`config.mk`:
```
export PLATFORM = sky130hd
export DESIGN_NAME = numbered_slot_pool_allocator_top_flat
export DESIGN_NICKNAME = d
export VERILOG_FILES = /design/src/sv/nspa_pkg.sv /design/src/sv/nspa_if.sv /design/src/sv/nspa_link_mem.sv /design/src/sv/nspa_seq.sv /design/src/sv/numbered_slot_pool_allocator_top.sv /design/src/flat_wrapper.sv
export SDC_FILE = /design/constraint.sdc
export NUM_CORES = 1
export LEC_CHECK = 0
export BUFFER_PORTS_ARGS = -buffer_cell sky130_fd_sc_hd__buf_4
export CORE_MARGIN = 3
export CORE_UTILIZATION = 55
export CTS_CLUSTER_DIAMETER = 200
export DETAILED_ROUTE_END_ITERATION = 8
export GPL_TIMING_DRIVEN = 0
export PLACE_DENSITY = 0.71
export RECOVER_POWER = 50
export SYNTH_ARGS = -nofsm -noshare
export SYNTH_HDL_FRONTEND = slang
export SYNTH_HIERARCHICAL = 1
export SYNTH_SLANG_ARGS = --single-unit
export TNS_END_PERCENT = 100
```
`constraint.sdc`:
```
create_clock -name i_clk -period 6.8 [get_ports i_clk]
set_clock_uncertainty 0.05 [all_clocks]
set_input_delay 0.68 -clock i_clk [delete_from_list [all_inputs] [get_ports i_clk]]
set_output_delay 0.68 -clock i_clk [all_outputs]
set_load 0.005 [all_outputs]
```
`src/sv/nspa_pkg.sv`:
```
`timescale 1ns / 1ps

package nspa_pkg;

    // Fixed field widths of the channel payloads, and the default pool size
    localparam int OP_W          = 2;
    localparam int SLOT_W        = 5;
    localparam int STAT_W        = 2;
    localparam int DEF_POOL_SIZE = 32;

    typedef enum logic [OP_W-1:0] {
        OP_ALLOC = 2'd0,
        OP_DEL   = 2'd1,
        OP_LIST  = 2'd2,
        OP_NOP   = 2'd3
    } t_op;

    typedef enum logic [STAT_W-1:0] {
        ST_OK         = 2'd0,
        ST_EXHAUSTED  = 2'd1,
        ST_NOT_ACTIVE = 2'd2,
        ST_EMPTY      = 2'd3
    } t_status;

    typedef enum logic [2:0] {
        S_IDLE,
        S_ALLOC,
        S_WALK,
        S_DEL_FREE,
        S_LIST
    } t_state;

    // Link memory port strobes
    typedef struct packed {
        logic rd_en;
        logic wr_en;
    } t_mem_ctl;

    // Sequencer status seen by the top level
    typedef struct packed {
        logic idle;
        logic free_empty;
        logic active_empty;
    } t_seq_stat;

endpackage

```
`src/sv/nspa_if.sv`:
```
`timescale 1ns / 1ps

interface nspa_in_if import nspa_pkg::*; ();
    logic              valid;
    logic              ready;
    logic [OP_W-1:0]   operation;
    logic [SLOT_W-1:0] slot_number;

    modport source (output valid, operation, slot_number, input ready);
    modport sink   (input valid, operation, slot_number, output ready);
endinterface

interface nspa_out_if import nspa_pkg::*; ();
    logic              valid;
    logic              ready;
    logic [STAT_W-1:0] status;
    logic [SLOT_W-1:0] slot_number_res;
    logic              last;

    modport source (output valid, status, slot_number_res, last, input ready);
    modport sink   (input valid, status, slot_number_res, last, output ready);
endinterface

```
`src/sv/nspa_link_mem.sv`:
```
`timescale 1ns / 1ps

module nspa_link_mem import nspa_pkg::*; #(
    parameter  int POOL_SIZE = DEF_POOL_SIZE,
    localparam int LW        = $clog2(POOL_SIZE + 1),
    localparam int AW        = $clog2(POOL_SIZE)
) (
    input  logic          i_clk,
    input  logic          i_rst_n,
    input  t_mem_ctl      i_ctl,
    input  logic [AW-1:0] i_rd_addr,
    input  logic [AW-1:0] i_wr_addr,
    input  logic [LW-1:0] i_wr_data,
    output logic [LW-1:0] o_rd_data
);

    logic [LW-1:0] r_mem [POOL_SIZE];
    logic          r_vld [POOL_SIZE];
    logic [LW-1:0] r_rd_data;

    // Unwritten entry reads as its reset link: next slot, last one null
    always_ff @(posedge i_clk) begin
        if (i_ctl.rd_en) begin
            r_rd_data <= r_vld[i_rd_addr] ? r_mem[i_rd_addr]
                                          : LW'(i_rd_addr) + LW'(1);
        end
    end

    always_ff @(posedge i_clk) begin
        if (i_ctl.wr_en) begin
            r_mem[i_wr_addr] <= i_wr_data;
        end
    end

    always_ff @(posedge i_clk) begin
        if (!i_rst_n) begin
            for (int i = 0; i < POOL_SIZE; i++) begin
                r_vld[i] <= 1'b0;
            end
        end else if (i_ctl.wr_en) begin
            r_vld[i_wr_addr] <= 1'b1;
        end
    end

    assign o_rd_data = r_rd_data;

endmodule

```
`src/sv/nspa_seq.sv`:
```
`timescale 1ns / 1ps

module nspa_seq import nspa_pkg::*; #(
    parameter  int POOL_SIZE = DEF_POOL_SIZE,
    localparam int LW        = $clog2(POOL_SIZE + 1),
    localparam int AW        = $clog2(POOL_SIZE)
) (
    input  logic          i_clk,
    input  logic          i_rst_n,
    nspa_in_if.sink       i_in,
    nspa_out_if.source    o_out,
    output t_mem_ctl      o_mem_ctl,
    output logic [AW-1:0] o_rd_addr,
    output logic [AW-1:0] o_wr_addr,
    output logic [LW-1:0] o_wr_data,
    input  logic [LW-1:0] i_rd_data,
    output t_seq_stat     o_stat
);

    localparam int            CW   = $clog2(POOL_SIZE);
    localparam int            MW   = (LW > SLOT_W) ? LW : SLOT_W;
    localparam logic [LW-1:0] NULL = LW'(POOL_SIZE);
    localparam logic [CW-1:0] CMAX = CW'(POOL_SIZE - 1);

    t_state            r_state, n_state;
    logic [LW-1:0]     r_free_head, n_free_head;
    logic [LW-1:0]     r_active_head, n_active_head;
    logic [LW-1:0]     r_cur, n_cur;
    logic [LW-1:0]     r_prev, n_prev;
    logic [CW-1:0]     r_cnt, n_cnt;
    logic [SLOT_W-1:0] r_num, n_num;
    logic              r_ovld, n_ovld;
    t_status           r_ostat, n_ostat;
    logic [SLOT_W-1:0] r_oslot, n_oslot;
    logic              r_olast, n_olast;

    logic     out_free;
    logic     in_ready;
    logic     fh_ok, ah_ok, rd_ok, prev_ok, hit, list_last;
    t_mem_ctl mem_ctl;
    logic [AW-1:0] rd_addr, wr_addr;
    logic [LW-1:0] wr_data;

    assign out_free  = !r_ovld || o_out.ready;
    assign fh_ok     = r_free_head < NULL;
    assign ah_ok     = r_active_head < NULL;
    assign rd_ok     = i_rd_data < NULL;
    assign prev_ok   = r_prev < NULL;
    assign hit       = MW'(r_cur) == MW'(r_num);
    assign list_last = !rd_ok || (r_cnt == CMAX);

    always_ff @(posedge i_clk) begin
        if (!i_rst_n) begin
            r_state       <= S_IDLE;
            r_free_head   <= '0;
            r_active_head <= NULL;
            r_ovld        <= 1'b0;
        end else begin
            r_state       <= n_state;
            r_free_head   <= n_free_head;
            r_active_head <= n_active_head;
            r_ovld        <= n_ovld;
        end
    end

    always_ff @(posedge i_clk) begin
        r_cur   <= n_cur;
        r_prev  <= n_prev;
        r_cnt   <= n_cnt;
        r_num   <= n_num;
        r_ostat <= n_ostat;
        r_oslot <= n_oslot;
        r_olast <= n_olast;
    end

    // Output register is always empty once an item is in flight, except
    // during a list, which therefore waits on out_free per result.
    always_comb begin
        n_state       = r_state;
        n_free_head   = r_free_head;
        n_active_head = r_active_head;
        n_cur         = r_cur;
        n_prev        = r_prev;
        n_cnt         = r_cnt;
        n_num         = r_num;
        n_ovld        = r_ovld && !o_out.ready;
        n_ostat       = r_ostat;
        n_oslot       = r_oslot;
        n_olast       = r_olast;
        mem_ctl       = '0;
        rd_addr       = '0;
        wr_addr       = '0;
        wr_data       = '0;
        in_ready      = 1'b0;

        case (r_state)
            S_IDLE: begin
                in_ready = out_free;
                if (i_in.valid && out_free) begin
                    n_num = i_in.slot_number;
                    case (t_op'(i_in.operation))
                        OP_ALLOC: begin
                            if (!fh_ok) begin
                                n_ovld  = 1'b1;
                                n_ostat = ST_EXHAUSTED;
                                n_oslot = '0;
                                n_olast = 1'b1;
                            end else begin
                                mem_ctl.rd_en = 1'b1;
                                rd_addr       = r_free_head[AW-1:0];
                                n_state       = S_ALLOC;
                            end
                        end
                        OP_DEL: begin
                            if (!ah_ok) begin
                                n_ovld  = 1'b1;
                                n_ostat = ST_NOT_ACTIVE;
                                n_oslot = '0;
                                n_olast = 1'b1;
                            end else begin
                                mem_ctl.rd_en = 1'b1;
                                rd_addr       = r_active_head[AW-1:0];
                                n_cur         = r_active_head;
                                n_prev        = NULL;
                                n_cnt         = '0;
                                n_state       = S_WALK;
                            end
                        end
                        OP_LIST: begin
                            if (!ah_ok) begin
                                n_ovld  = 1'b1;
                                n_ostat = ST_EMPTY;
                                n_oslot = '0;
                                n_olast = 1'b1;
                            end else begin
                                mem_ctl.rd_en = 1'b1;
                                rd_addr       = r_active_head[AW-1:0];
                                n_cur         = r_active_head;
                                n_cnt         = '0;
                                n_state       = S_LIST;
                            end
                        end
                        default: ;
                    endcase
                end
            end
            S_ALLOC: begin
                // read data is link of the popped free head
                mem_ctl.wr_en = 1'b1;
                wr_addr       = r_free_head[AW-1:0];
                wr_data       = r_active_head;
                n_free_head   = i_rd_data;
                n_active_head = r_free_head;
                n_ovld        = 1'b1;
                n_ostat       = ST_OK;
                n_oslot       = SLOT_W'(r_free_head);
                n_olast       = 1'b1;
                n_state       = S_IDLE;
            end
            S_WALK: begin
                // read data is link of r_cur; r_num is the slot captured at the transfer
                if (hit) begin
                    if (prev_ok) begin
                        mem_ctl.wr_en = 1'b1;
                        wr_addr       = r_prev[AW-1:0];
                        wr_data       = i_rd_data;
                    end else begin
                        n_active_head = i_rd_data;
                    end
                    n_state = S_DEL_FREE;
                end else if (!rd_ok || (r_cnt == CMAX)) begin
                    n_ovld  = 1'b1;
                    n_ostat = ST_NOT_ACTIVE;
                    n_oslot = '0;
                    n_olast = 1'b1;
                    n_state = S_IDLE;
                end else begin
                    mem_ctl.rd_en = 1'b1;
                    rd_addr       = i_rd_data[AW-1:0];
                    n_prev        = r_cur;
                    n_cur         = i_rd_data;
                    n_cnt         = r_cnt + CW'(1);
                end
            end
            S_DEL_FREE: begin
                mem_ctl.wr_en = 1'b1;
                wr_addr       = r_cur[AW-1:0];
                wr_data       = r_free_head;
                n_free_head   = r_cur;
                n_ovld        = 1'b1;
                n_ostat       = ST_OK;
                n_oslot       = '0;
                n_olast       = 1'b1;
                n_state       = S_IDLE;
            end
            S_LIST: begin
                if (out_free) begin
                    n_ovld  = 1'b1;
                    n_ostat = ST_OK;
                    n_oslot = SLOT_W'(r_cur);
                    n_olast = list_last;
                    if (list_last) begin
                        n_state = S_IDLE;
                    end else begin
                        mem_ctl.rd_en = 1'b1;
                        rd_addr       = i_rd_data[AW-1:0];
                        n_cur         = i_rd_data;
                        n_cnt         = r_cnt + CW'(1);
                    end
                end
            end
            default: begin
                n_state = S_IDLE;
            end
        endcase
    end

    assign i_in.ready            = in_ready;
    assign o_out.valid           = r_ovld;
    assign o_out.status          = r_ostat;
    assign o_out.slot_number_res = r_oslot;
    assign o_out.last            = r_olast;

    assign o_mem_ctl = mem_ctl;
    assign o_rd_addr = rd_addr;
    assign o_wr_addr = wr_addr;
    assign o_wr_data = wr_data;

    assign o_stat.idle         = (r_state == S_IDLE);
    assign o_stat.free_empty   = !fh_ok;
    assign o_stat.active_empty = !ah_ok;

endmodule

```
`src/sv/numbered_slot_pool_allocator_top.sv`:
```
// Sequence: allocate reads the free head's link at the input transfer, then S_ALLOC
//   pops the slot; delete walks the active list in S_WALK, then S_DEL_FREE frees it;
//   errors load the output register at the input transfer. One item at a time; a list
//   gives one result per cycle while the output register is empty or being taken.
// Reset (i_rst_n low, synchronous): free list 0..POOL_SIZE-1, active list empty,
//   link entries read as their reset links until first written; no clearing pass.
`timescale 1ns / 1ps

module numbered_slot_pool_allocator_top import nspa_pkg::*; #(
    parameter int POOL_SIZE = DEF_POOL_SIZE
) (
    input  logic       i_clk,
    input  logic       i_rst_n,
    nspa_in_if.sink    i_in,
    nspa_out_if.source o_out
);

    localparam int LW = $clog2(POOL_SIZE + 1);
    localparam int AW = $clog2(POOL_SIZE);

    // Link memory port between sequencer and table
    t_mem_ctl      mem_ctl;
    logic [AW-1:0] rd_addr;
    logic [AW-1:0] wr_addr;
    logic [LW-1:0] wr_data;
    logic [LW-1:0] rd_data;
    t_seq_stat     seq_stat;

    // Sequencer: owns free/active heads, walk pointers and the output register.
    // Each walk step issues one link read and consumes it the next cycle.
    nspa_seq #(
        .POOL_SIZE (POOL_SIZE)
    ) u_seq (
        .i_clk     (i_clk),
        .i_rst_n   (i_rst_n),
        .i_in      (i_in),
        .o_out     (o_out),
        .o_mem_ctl (mem_ctl),
        .o_rd_addr (rd_addr),
        .o_wr_addr (wr_addr),
        .o_wr_data (wr_data),
        .i_rd_data (rd_data),
        .o_stat    (seq_stat)
    );

    // Next-link table: one write and one registered read per cycle, with
    // per-entry valid bits standing in for the reset contents.
    nspa_link_mem #(
        .POOL_SIZE (POOL_SIZE)
    ) u_link_mem (
        .i_clk     (i_clk),
        .i_rst_n   (i_rst_n),
        .i_ctl     (mem_ctl),
        .i_rd_addr (rd_addr),
        .i_wr_addr (wr_addr),
        .i_wr_data (wr_data),
        .o_rd_data (rd_data)
    );

    // Input is taken only between items
    a_ready_idle: assert property (@(posedge i_clk) disable iff (!i_rst_n)
        i_in.ready |-> seq_stat.idle)
        else $error("input ready while an item is in flight");

    // Every slot but one being freed sits on one of the two lists, so both cannot be empty
    a_lists_nonempty: assert property (@(posedge i_clk) disable iff (!i_rst_n)
        !(seq_stat.free_empty && seq_stat.active_empty))
        else $error("free and active lists both empty");

    a_exhausted: assert property (@(posedge i_clk) disable iff (!i_rst_n)
        (i_in.valid && i_in.ready && i_in.operation == OP_ALLOC && seq_stat.free_empty)
        |=> (o_out.valid && o_out.status == ST_EXHAUSTED && o_out.last))
        else $error("allocate on empty pool did not report exhaustion");

    a_list_empty: assert property (@(posedge i_clk) disable iff (!i_rst_n)
        (i_in.valid && i_in.ready && i_in.operation == OP_LIST && seq_stat.active_empty)
        |=> (o_out.valid && o_out.status == ST_EMPTY && o_out.last))
        else $error("list of empty active set did not report empty");

endmodule
```
`src/flat_wrapper.sv`:
```
// flat-port wrapper written by rule: the top's interface ports become plain ports
module numbered_slot_pool_allocator_top_flat import nspa_pkg::*;
#(
    parameter int POOL_SIZE = DEF_POOL_SIZE
)
  (i_clk, i_rst_n, i_in_valid, i_in_operation, i_in_slot_number, i_in_ready, o_out_valid, o_out_status, o_out_slot_number_res, o_out_last, o_out_ready);
  nspa_in_if i_in_i ();
  nspa_out_if o_out_i ();
  input  logic i_clk;
  input  logic i_rst_n;
  input wire logic [$bits(i_in_i.valid)-1:0] i_in_valid;
  input wire logic [$bits(i_in_i.operation)-1:0] i_in_operation;
  input wire logic [$bits(i_in_i.slot_number)-1:0] i_in_slot_number;
  output wire logic [$bits(i_in_i.ready)-1:0] i_in_ready;
  output wire logic [$bits(o_out_i.valid)-1:0] o_out_valid;
  output wire logic [$bits(o_out_i.status)-1:0] o_out_status;
  output wire logic [$bits(o_out_i.slot_number_res)-1:0] o_out_slot_number_res;
  output wire logic [$bits(o_out_i.last)-1:0] o_out_last;
  input wire logic [$bits(o_out_i.ready)-1:0] o_out_ready;
  assign i_in_i.valid = i_in_valid;
  assign i_in_i.operation = i_in_operation;
  assign i_in_i.slot_number = i_in_slot_number;
  assign i_in_ready = i_in_i.ready;
  assign o_out_valid = o_out_i.valid;
  assign o_out_status = o_out_i.status;
  assign o_out_slot_number_res = o_out_i.slot_number_res;
  assign o_out_last = o_out_i.last;
  assign o_out_i.ready = o_out_ready;
  numbered_slot_pool_allocator_top #(.POOL_SIZE(POOL_SIZE)) u_core (.i_clk(i_clk), .i_rst_n(i_rst_n), .i_in(i_in_i), .o_out(o_out_i));
endmodule
```
==> results of run 1 <==
per-layer routing:
metal  vias to the layer above  part of all wire (%)  routed length, microns  GRT usage [%]
met4                         0                   3.0                     830           7.25
met1                      3484                    42                   11600           34.3
met2                       295                    48                   13300           38.1
met5                         -                     0                       0              0
met3                        55                   7.4                    2050           3.27
li1                       3036                     -                       -              -
cell usage in the layout (no fill, tap or decap), types with 3 or more instances in the layout:
cell / n
buf_6: 5
mux4_2: 64
clkbuf_1: 37
clkinvlp_4: 3
clkbuf_4: 13
buf_1: 3
a31oi_1: 3
o211a_1: 6
nand4_1: 4
dfxtp_1: 48
o2bb2ai_1: 18
nor3_1: 9
nor2_1: 56
clkbuf_16: 29
nor2b_1: 13
a21oi_1: 18
mux2_2: 3
nand3_1: 4
inv_1: 4
o22ai_1: 4
nand2b_1: 9
buf_4: 7
o21ai_0: 14
clkinv_1: 9
and3_1: 4
clkinv_2: 5
nand3b_1: 5
and2_0: 3
a22oi_1: 14
mux2i_1: 26
edfxtp_1: 228
ha_1: 8
buf_2: 5
and2_1: 4
xor2_1: 8
o21a_1: 32
nand3_2: 5
nand2_1: 54
power breakdown:
group / internal [mW] / switching (mW) / total [mW] / leakage [nW]
combinational: 0.0478 / 0.0735 / 0.121 / 1.36
clock: 0.847 / 0.622 / 1.47 / 0.425
sequential: 1.83 / 0.0130 / 1.84 / 2.54
final timing paths:
path	from	endpoint	slack, ps	cells past startpoint
max	u_core/u_seq/r_cnt[0]	u_core/u_link_mem/o_rd_data[0]	1210	14
min reg2reg	u_core/u_link_mem/r_vld[14]	u_core/u_link_mem/r_vld[14]	420	1
min	i_in_slot_number[0]	u_core/u_seq/r_num[0]	290	1
max reg2reg	u_core/u_seq/r_cnt[0]	u_core/u_link_mem/o_rd_data[0]	1210	14
flip-flops by register name, summed over array words and instances (netlist names), 2 cells and up:
register                            flops
u_core/u_link_mem/o_rd_data             6
u_core/u_seq/r_num                      5
u_core/u_seq/r_cnt                      5
u_core/u_seq/o_out.status               2
u_core/u_seq/r_state                    3
u_core/u_seq/r_active_head              6
u_core/u_link_mem/r_vld                32
u_core/u_seq/r_prev                     6
u_core/u_seq/r_free_head                6
u_core/u_seq/r_cur                      6
u_core/u_link_mem/r_mem               192
u_core/u_seq/o_out.slot_number_res      5
worst reg2reg max path: stages, from the launching register on:
cell and delay [ps]:
edfxtp_1 430, ha_1 230, and3_1 180, ha_1 190, nor2_1 670, nand3_1 220
o22ai_1 550, o2bb2ai_1 260, buf_2 240, buf_2 330, clkbuf_1 710, mux4_2 470
mux4_2 530, mux2i_1 170, mux2i_1 100
layout make-up:
type                            instances  area, sq um  area share [%]
Timing Repair Buffer                   26          169            1.29
Sequential cell                       276         7810            59.4
Clock buffer                           31          733            5.58
Tap cell                              270          338            2.57
Buffer                                 42          205            1.56
Multi-Input combinational cell        418         3720            28.3
Inverter                                5         18.8           0.143
Clock inverter                         19          146            1.11
stage by stage:
step           power [mW]  instance area [sq um]  utilization (%)  std cells
2_1_floorplan        1.95                  11800                -        741
3_3_place_gp         1.99                  12300             59.6       1031
3_5_place_dp         2.00                  12400             60.3       1037
4_1_cts              3.46                  13300             64.5       1087
5_1_grt              3.53                  13100             63.7       1087
6_report             3.43                  13100             63.7       1087
==> flow_summary.ini, run 1 <==
[status]
status = complete, no violations

[clocking]
cts-root-buf = clkbuf_16
cts.repair.resized = 0
cts_buffers = 28
cts_tree = done
cts_max_level = 1
cts.path.max_buffers = 3
cts_hold_repair.buffers = 0
postCtsSetupBuffers = 0
clkTransAtPathRegs_ps = 60
numClockSinks = 276
clock_latency_ps = 540

[floorplanning]
start_util_pct = 57.2
die_y_microns = 152
io_pins = 21
dieArea_sq_mm = 0.0232
coreArea_sq_mm = 0.0206
num_rows = 52
die_w_microns = 152

[yosys]
yosys_warnings = 6
synth_area_sq_mm = 0.0118
syn_area_per_cell_sq_um = 15.9
synthCells = 741
syn_nets = 760

[placement]
hpwl_mm = 19.1
gp_congestion = 0.923
dp_slack_ps = 1240
portBuffers = 20

[critical_path]
end_kind = flop
worstSetupPathType = flop to flop
crit_path_start_kind = flop
path_max_fanout = 10
critPathBufInv = 3
critical-path-slowest-cell = clkbuf_1
required_ps = 7010
cp.arrival_ps = 5810
path_cells = ha_1, and3_1, ha_1, nor2_1, nand3_1, o22ai_1, o2bb2ai_1, buf_2, buf_2, clkbuf_1, mux4_2, mux4_2, mux2i_1, mux2i_1
cpLargestDelayFamily = buffers and inverters
slowest_delay_ps = 710

[final_layout]
antenna_cells = 0
syn_to_final_growth_pct = 11.4
fill_cells = 1477
layout-drive-gt1-share_pct = 18.2
fin_nets = 816

[grt]
grt_overflow = 0
antenna_found_initial = 0
grt_pass1_wl_mm = 42.2
grt_start_max_net_pins = 25
groute.usage.overall_pct = 23.6
grt_pass1_vias = 6844

[detailed_routing]
wire_per_inst_microns = 25.6
routed_wl_mm = 27.8
drt_pass1_iterations = 5
drc_errors = 0
ant_nets = 0
dr.first_iter.drc_count = 789
viasPerCell = 6.32
vias = 6870

[timing]
final_hold_viol_count = 0
slew_headroom_pct = 3.88
tns_ps = 0
period_minus_slack_ps = 5590
rsz0062_at_grt = no
setup_viol = 0
fin_crit_sh_pct = 82.3
fin_ws_ps = 1210
worstMarginPinSlew_ps = 1440
hold_slack_ps = 285
max_freq_mhz = 179
slew_violations = 0

[job]
maxCapViolCount = 0

[power_and_ir_drop]
power_density_mw_per_mm2 = 261
p_leak_nw = 4.32
ir_drop_v = 0.000248

[min_path]
worstHoldPathType = primary input to flop
(Power assumes the default switching activity.)
==> run 2: changes to the inputs <==
PLACE_DENSITY = 0.74   (was 0.71)
clock period = 4.6 ns   (was 6.8 ns; I/O delays follow)
==> run 2 against run 1 <==
The flow now finishes with violations (capacitance limit, slew limit). Sequential share of layout area shrank 0.64 points. Cell area is 1.1% higher. Non-clock buffer count increased by 4. Critical path type unchanged. Largest cell class unchanged.
==> flow_summary.ini, run 2 (synthesis gave the netlist of run 1 again) <==
[clocking]
cts_tree = done
cts_max_level = 1
cts-root-buf = clkbuf_16
cts_buffers = 27
numClockSinks = 276
cts.path.max_buffers = 3
clkTransAtPathRegs_ps = 60
cts_hold_repair.buffers = 0
clock_latency_ps = 530

[status]
violations = capacitance limit, slew limit
status = finished, violations left

[floorplanning]
die_w_microns = 152
die_y_microns = 152
io_pins = 21
dieArea_sq_mm = 0.0232
start_util_pct = 57.2
coreArea_sq_mm = 0.0206
num_rows = 52

[timing]
worstMarginPinSlew_ps = 1540
fin_ws_ps = 216
setup_viol = 0
slew_headroom_pct = -2.52
fin_crit_sh_pct = 95.3
rsz0062_at_grt = no
final_hold_viol_count = 0
max_freq_mhz = 228
period_minus_slack_ps = 4380
hold_slack_ps = 82.3
slew_violations = 18

[critical_path]
path_depth = 14
r2r_end = u_core/u_link_mem/o_rd_data[0]
cpLargestDelayFamily = multiplexers
critical-path-slowest-cell = mux4_2
endpoint = u_core/u_link_mem/o_rd_data[0]
cp-startpoint = u_core/u_seq/r_cnt[0]
crit_path_start_kind = flop
worstSetupPathType = flop to flop
required_ps = 4800
worstReg2RegStart = u_core/u_seq/r_cnt[0]
critPathBufInv = 3
r2r_cells = 14
cp.arrival_ps = 4590
path_cells = ha_1, and3_1, ha_1, nor2_4, nand3_1, o22ai_4, o2bb2ai_1, buf_6, buf_6, buf_4, mux4_2, mux4_2, mux2i_1, mux2i_1
path_max_fanout = 10
slowest_delay_ps = 580
end_kind = flop
worst-r2r-setup-slack_ps = 220

[min_path]
min_from = i_in_slot_number[1]
worstHoldPathType = primary input to flop

[placement]
dp_slack_ps = -998
gp_congestion = 0.913
portBuffers = 20
dp.cells = 1037
hpwl_mm = 18.9
place_area_sq_mm = 0.0124

[final_layout]
antenna_cells = 0
stdcell_area_sq_mm = 0.0133
final_cell_mix = edfxtp_1, mux4_2, nor2_1, nand2_1, dfxtp_1
final_common_cell = edfxtp_1
largest_register_ffs = 192
layout-drive-gt1-share_pct = 19.3
reg_top3 = u_core/u_link_mem/r_mem (192), u_core/u_link_mem/r_vld (32)
fin_nets = 819
syn_to_final_growth_pct = 12.6
final_cells = 1090
regMostFlops = u_core/u_link_mem/r_mem
fill_cells = 1468

[detailed_routing]
ant_nets = 0
vias = 6929
viasPerCell = 6.36
drc_errors = 0
wire_per_inst_microns = 25.5
routed_wl_mm = 27.8
drt_pass1_iterations = 5
dr.first_iter.drc_count = 663

[grt]
grt_pass1_wl_mm = 42.8
grt_start_max_net_pins = 25
grt_overflow = 0
groute.usage.overall_pct = 24.1
antenna_found_initial = 0
grt_pass1_vias = 7027

[power_and_ir_drop]
power_density_mw_per_mm2 = 390
power_mw = 5.18
p_leak_nw = 4.39
ir_drop_v = 0.000327

[job]
maxCapViolCount = 1
-- run 2: cell count changes in the layout (fill, tap and decap cells not counted), sizes merged --
cell	before	now
clkinv	15	7
bufinv	2	3
clkbuf	79	89
clkinvlp	3	0
buf	20	23
-- run 2: worst min path at each step --
| stage | endpoint | slack (ps) | depth (start not counted) |
|---|---|---|---|
| after floorplan | u_core/u_link_mem/r_vld[31] | 390 | 1 |
| after global placement | u_core/u_link_mem/r_vld[22] | 390 | 1 |
| after detailed placement | u_core/u_link_mem/r_vld[30] | 400 | 1 |
| after CTS | u_core/u_seq/r_num[4] | 40 | 1 |
| after global routing | u_core/u_seq/r_num[3] | 60 | 1 |
| final | u_core/u_seq/r_num[1] | 80 | 1 |
-- run 2: per-layer routing --
layer	GRT usage, %	share of wire (%)	wire (microns)
met3	4.74	8.4	2330
met4	7.76	3.5	969
met5	0	0	0
met1	33.4	40	11100
met2	39.1	48	13400
-- run 2: layout make-up --
cell class                 instances  area (sq um)  share of cell area (%)
clock inverter                     9           115                   0.866
timing repair buffer              30           199                    1.50
sequential                       276          7810                    58.8
inverter                           5          18.8                   0.141
clock buffer                      40           818                    6.16
multi-input combinational        418          3760                    28.3
tap                              270           338                    2.54
buffer                            42           231                    1.74
-- run 2: report_power, final --
| part | internal (mW) | switching, mW | total (mW) |
|---|---|---|---|
| Clock | 1.39 | 0.882 | 2.27 |
| Sequential | 2.70 | 0.0193 | 2.72 |
| Combinational | 0.0735 | 0.110 | 0.184 |
| Total | 4.17 | 1.01 | 5.18 |
-- run 2: stage by stage --
stage | TNS (ps) | util, %
after floorplan | 0 | -
after global placement | -4990 | 59.6
after detailed placement | -5360 | 60.2
after CTS | 0 | 64.8
after global routing | 0 | 64.4
final | 0 | 64.4
-- run 2: timing repair --
action / CTS / global route
pin swaps: 0 / 1
gates resized for setup: 12 / 10
setup buffers: 0 / 4
endpoints found under the setup margin: 6 / 6
-- run 2: worst register-to-register path: cells and delay by family (launching register included) --
| kind | cells | cell delay, ps |
|---|---|---|
| AND/OR/NAND/NOR | 3 | 590 |
| multiplexers | 4 | 1390 |
| buffers and inverters | 3 | 670 |
| adder cells (fa/ha/maj) | 2 | 450 |
| flip-flops | 1 | 430 |
| AO/OA/AOI/OAI | 2 | 540 |
==> run 3: changes to the inputs <==
PLACE_DENSITY = 0.71   (was 0.74)
clock period = 5.4 ns   (was 4.6 ns; I/O delays follow)
==> run 3 against run 2 <==
The flow now finishes without violations. Register-to-register slack improved by 130 ps. Critical path depth increased by 1. Sequential share of layout area increased by 0.62 points. Die area unchanged. Utilization decreased by 0.67 points. Worst setup slack improved by 130 ps. Power decreased by 17%. Routed wire length about the same. Non-clock buffer count decreased by 4. Critical endpoint is now u_core/u_link_mem/o_rd_data[3].
==> flow_summary.ini, run 3 (synthesis gave the netlist of run 1 again) <==
[timing]
fin_crit_sh_pct = 93.6
final_hold_viol_count = 0
hold_slack_ps = 144
setup_viol = 0
period_minus_slack_ps = 5050
rsz0062_at_grt = no
tns_ps = 0
fin_ws_ps = 345
slew_violations = 0
max_freq_mhz = 198
worstMarginPinSlew_ps = 1430
slew_headroom_pct = 4.93

[status]
status = complete, no violations

[power_and_ir_drop]
power_mw = 4.32
p_leak_nw = 4.33
power_density_mw_per_mm2 = 329
ir_drop_v = 0.000313

[placement]
gp_congestion = 0.923
dp_slack_ps = -162
place_area_sq_mm = 0.0124
dp.cells = 1037
hpwl_mm = 19.1
portBuffers = 20

[final_layout]
reg_top3 = u_core/u_link_mem/r_mem (192), u_core/u_link_mem/r_vld (32)
multi_input_area_sq_mm = 0.00373
regMostFlops = u_core/u_link_mem/r_mem
layout-drive-gt1-share_pct = 18.7
antenna_cells = 0
stdcell_area_sq_mm = 0.0131
largest_register_ffs = 192
final_cells = 1087
syn_to_final_growth_pct = 11.4
fill_cells = 1476
final_cell_mix = edfxtp_1, mux4_2, nor2_1
regArea_sq_mm = 0.00781
fin_nets = 816
fin_util_pct = 63.7
final_common_cell = edfxtp_1

[floorplanning]
die_y_microns = 152
coreArea_sq_mm = 0.0206
start_util_pct = 57.2
die_w_microns = 152
dieArea_sq_mm = 0.0232
io_pins = 21
num_rows = 52

[grt]
grt_pass1_vias = 6847
grt_overflow = 0
grt_start_max_net_pins = 25
groute.usage.overall_pct = 23.6
grt_pass1_wl_mm = 42.2
antenna_found_initial = 0

[min_path]
worstHoldPathType = primary input to flop
hold_depth = 1
whs_endpoint = u_core/u_seq/r_num[0]
min_from = i_in_slot_number[0]

[critical_path]
cp.arrival_ps = 5280
worstReg2RegStart = u_core/u_seq/r_cnt[0]
r2r_cells = 15
slowest_delay_ps = 550
cpLargestDelayFamily = compound AO/OA/AOI/OAI gates
end_kind = flop
crit_path_start_kind = flop
worstSetupPathType = flop to flop
required_ps = 5630
worst-r2r-setup-slack_ps = 350
path_cells = ha_1, and3_1, ha_1, nor2_2, nand3_1, o22ai_1, o2bb2ai_1, buf_2, buf_2, clkbuf_2, mux4_2, a22oi_1, a21oi_1, o22a_1, or2_1
r2r_end = u_core/u_link_mem/o_rd_data[3]
path_max_fanout = 10
critPathBufInv = 3
critical-path-slowest-cell = o22ai_1

[clocking]
numClockSinks = 276
cts.path.max_buffers = 3
clock_latency_ps = 540
clkTransAtPathRegs_ps = 60
cts_tree = done
cts-root-buf = clkbuf_16
cts_hold_repair.buffers = 0
cts_max_level = 1
cts_buffers = 28
postCtsSetupBuffers = 0

[detailed_routing]
ant_nets = 0
vias = 6881
viasPerCell = 6.33
dr.first_iter.drc_count = 815
drc_errors = 0
wire_per_inst_microns = 25.6
drt_pass1_iterations = 5
routed_wl_mm = 27.8

[job]
maxCapViolCount = 0
-- run 3: changes by cell type in the layout (fill, tap and decap cells not counted), sizes merged --
cell,before,now
bufinv,3,2
buf,23,19
clkbuf,89,80
clkinv,7,15
clkinvlp,0,3
-- run 3: worst reg2reg max path, delay by kind of cell, from the launching register on --
| family | cells | cell delay (ps) |
|---|---|---|
| AOI/OAI and AO/OA | 5 | 1390 |
| DFF | 1 | 430 |
| and+or+nand+nor | 4 | 1050 |
| buffers and inverters | 3 | 1020 |
| adders and majority gates | 2 | 440 |
| muxes | 1 | 420 |
-- run 3: area by class of cell --
type | count | share of cell area, %
multi-input cells | 418 | 28.3
flip-flops and latches | 276 | 59.4
plain buffers | 42 | 1.59
repair buffers | 26 | 1.28
clock buffers | 31 | 5.58
inverters | 5 | 0.143
well taps | 270 | 2.57
clock inverters | 19 | 1.11
-- run 3: worst max-delay path by stage --
stage / start / end / slack [ps] / cells after the start
3_3_place_gp: u_core/u_seq/r_cnt[0] / u_core/u_link_mem/o_rd_data[3] / -110 / 15
4_1_cts: u_core/u_seq/r_cnt[0] / u_core/u_link_mem/o_rd_data[0] / 110 / 14
6_report: u_core/u_seq/r_cnt[0] / u_core/u_link_mem/o_rd_data[3] / 350 / 15
5_1_grt: u_core/u_seq/r_cnt[0] / u_core/u_link_mem/o_rd_data[0] / 100 / 14
2_1_floorplan: u_core/u_seq/r_cnt[0] / u_core/u_link_mem/o_rd_data[4] / 1350 / 14
3_5_place_dp: u_core/u_seq/r_cnt[0] / u_core/u_link_mem/o_rd_data[3] / -160 / 15
-- run 3: where the power goes --
group / total, mW / internal [mW] / switching, mW / leakage (nW)
registers: 2.32 / 2.30 / 0.0164 / 2.54
clock network: 1.85 / 1.07 / 0.787 / 0.425
logic: 0.153 / 0.0601 / 0.0926 / 1.37
total: 4.32 / 3.43 / 0.896 / 4.33
-- run 3: routing by layer --
layer | vias up | part of all wire [%] | wire length [microns] | global-route usage, %
met5 | - | 0 | 0 | 0
met4 | 0 | 2.9 | 804 | 7.25
met3 | 52 | 7.3 | 2030 | 3.27
met2 | 287 | 48 | 13300 | 38.1
met1 | 3505 | 42 | 11700 | 34.3
li1 | 3037 | - | - | -
-- run 3: repair_timing --
item                                    in CTS  in global routing
cloned                                       0                  0
gates resized for setup                      4                  1
pin swaps                                    0                  0
endpoints found under the hold margin        0                  0
endpoints found under the setup margin       5                  3
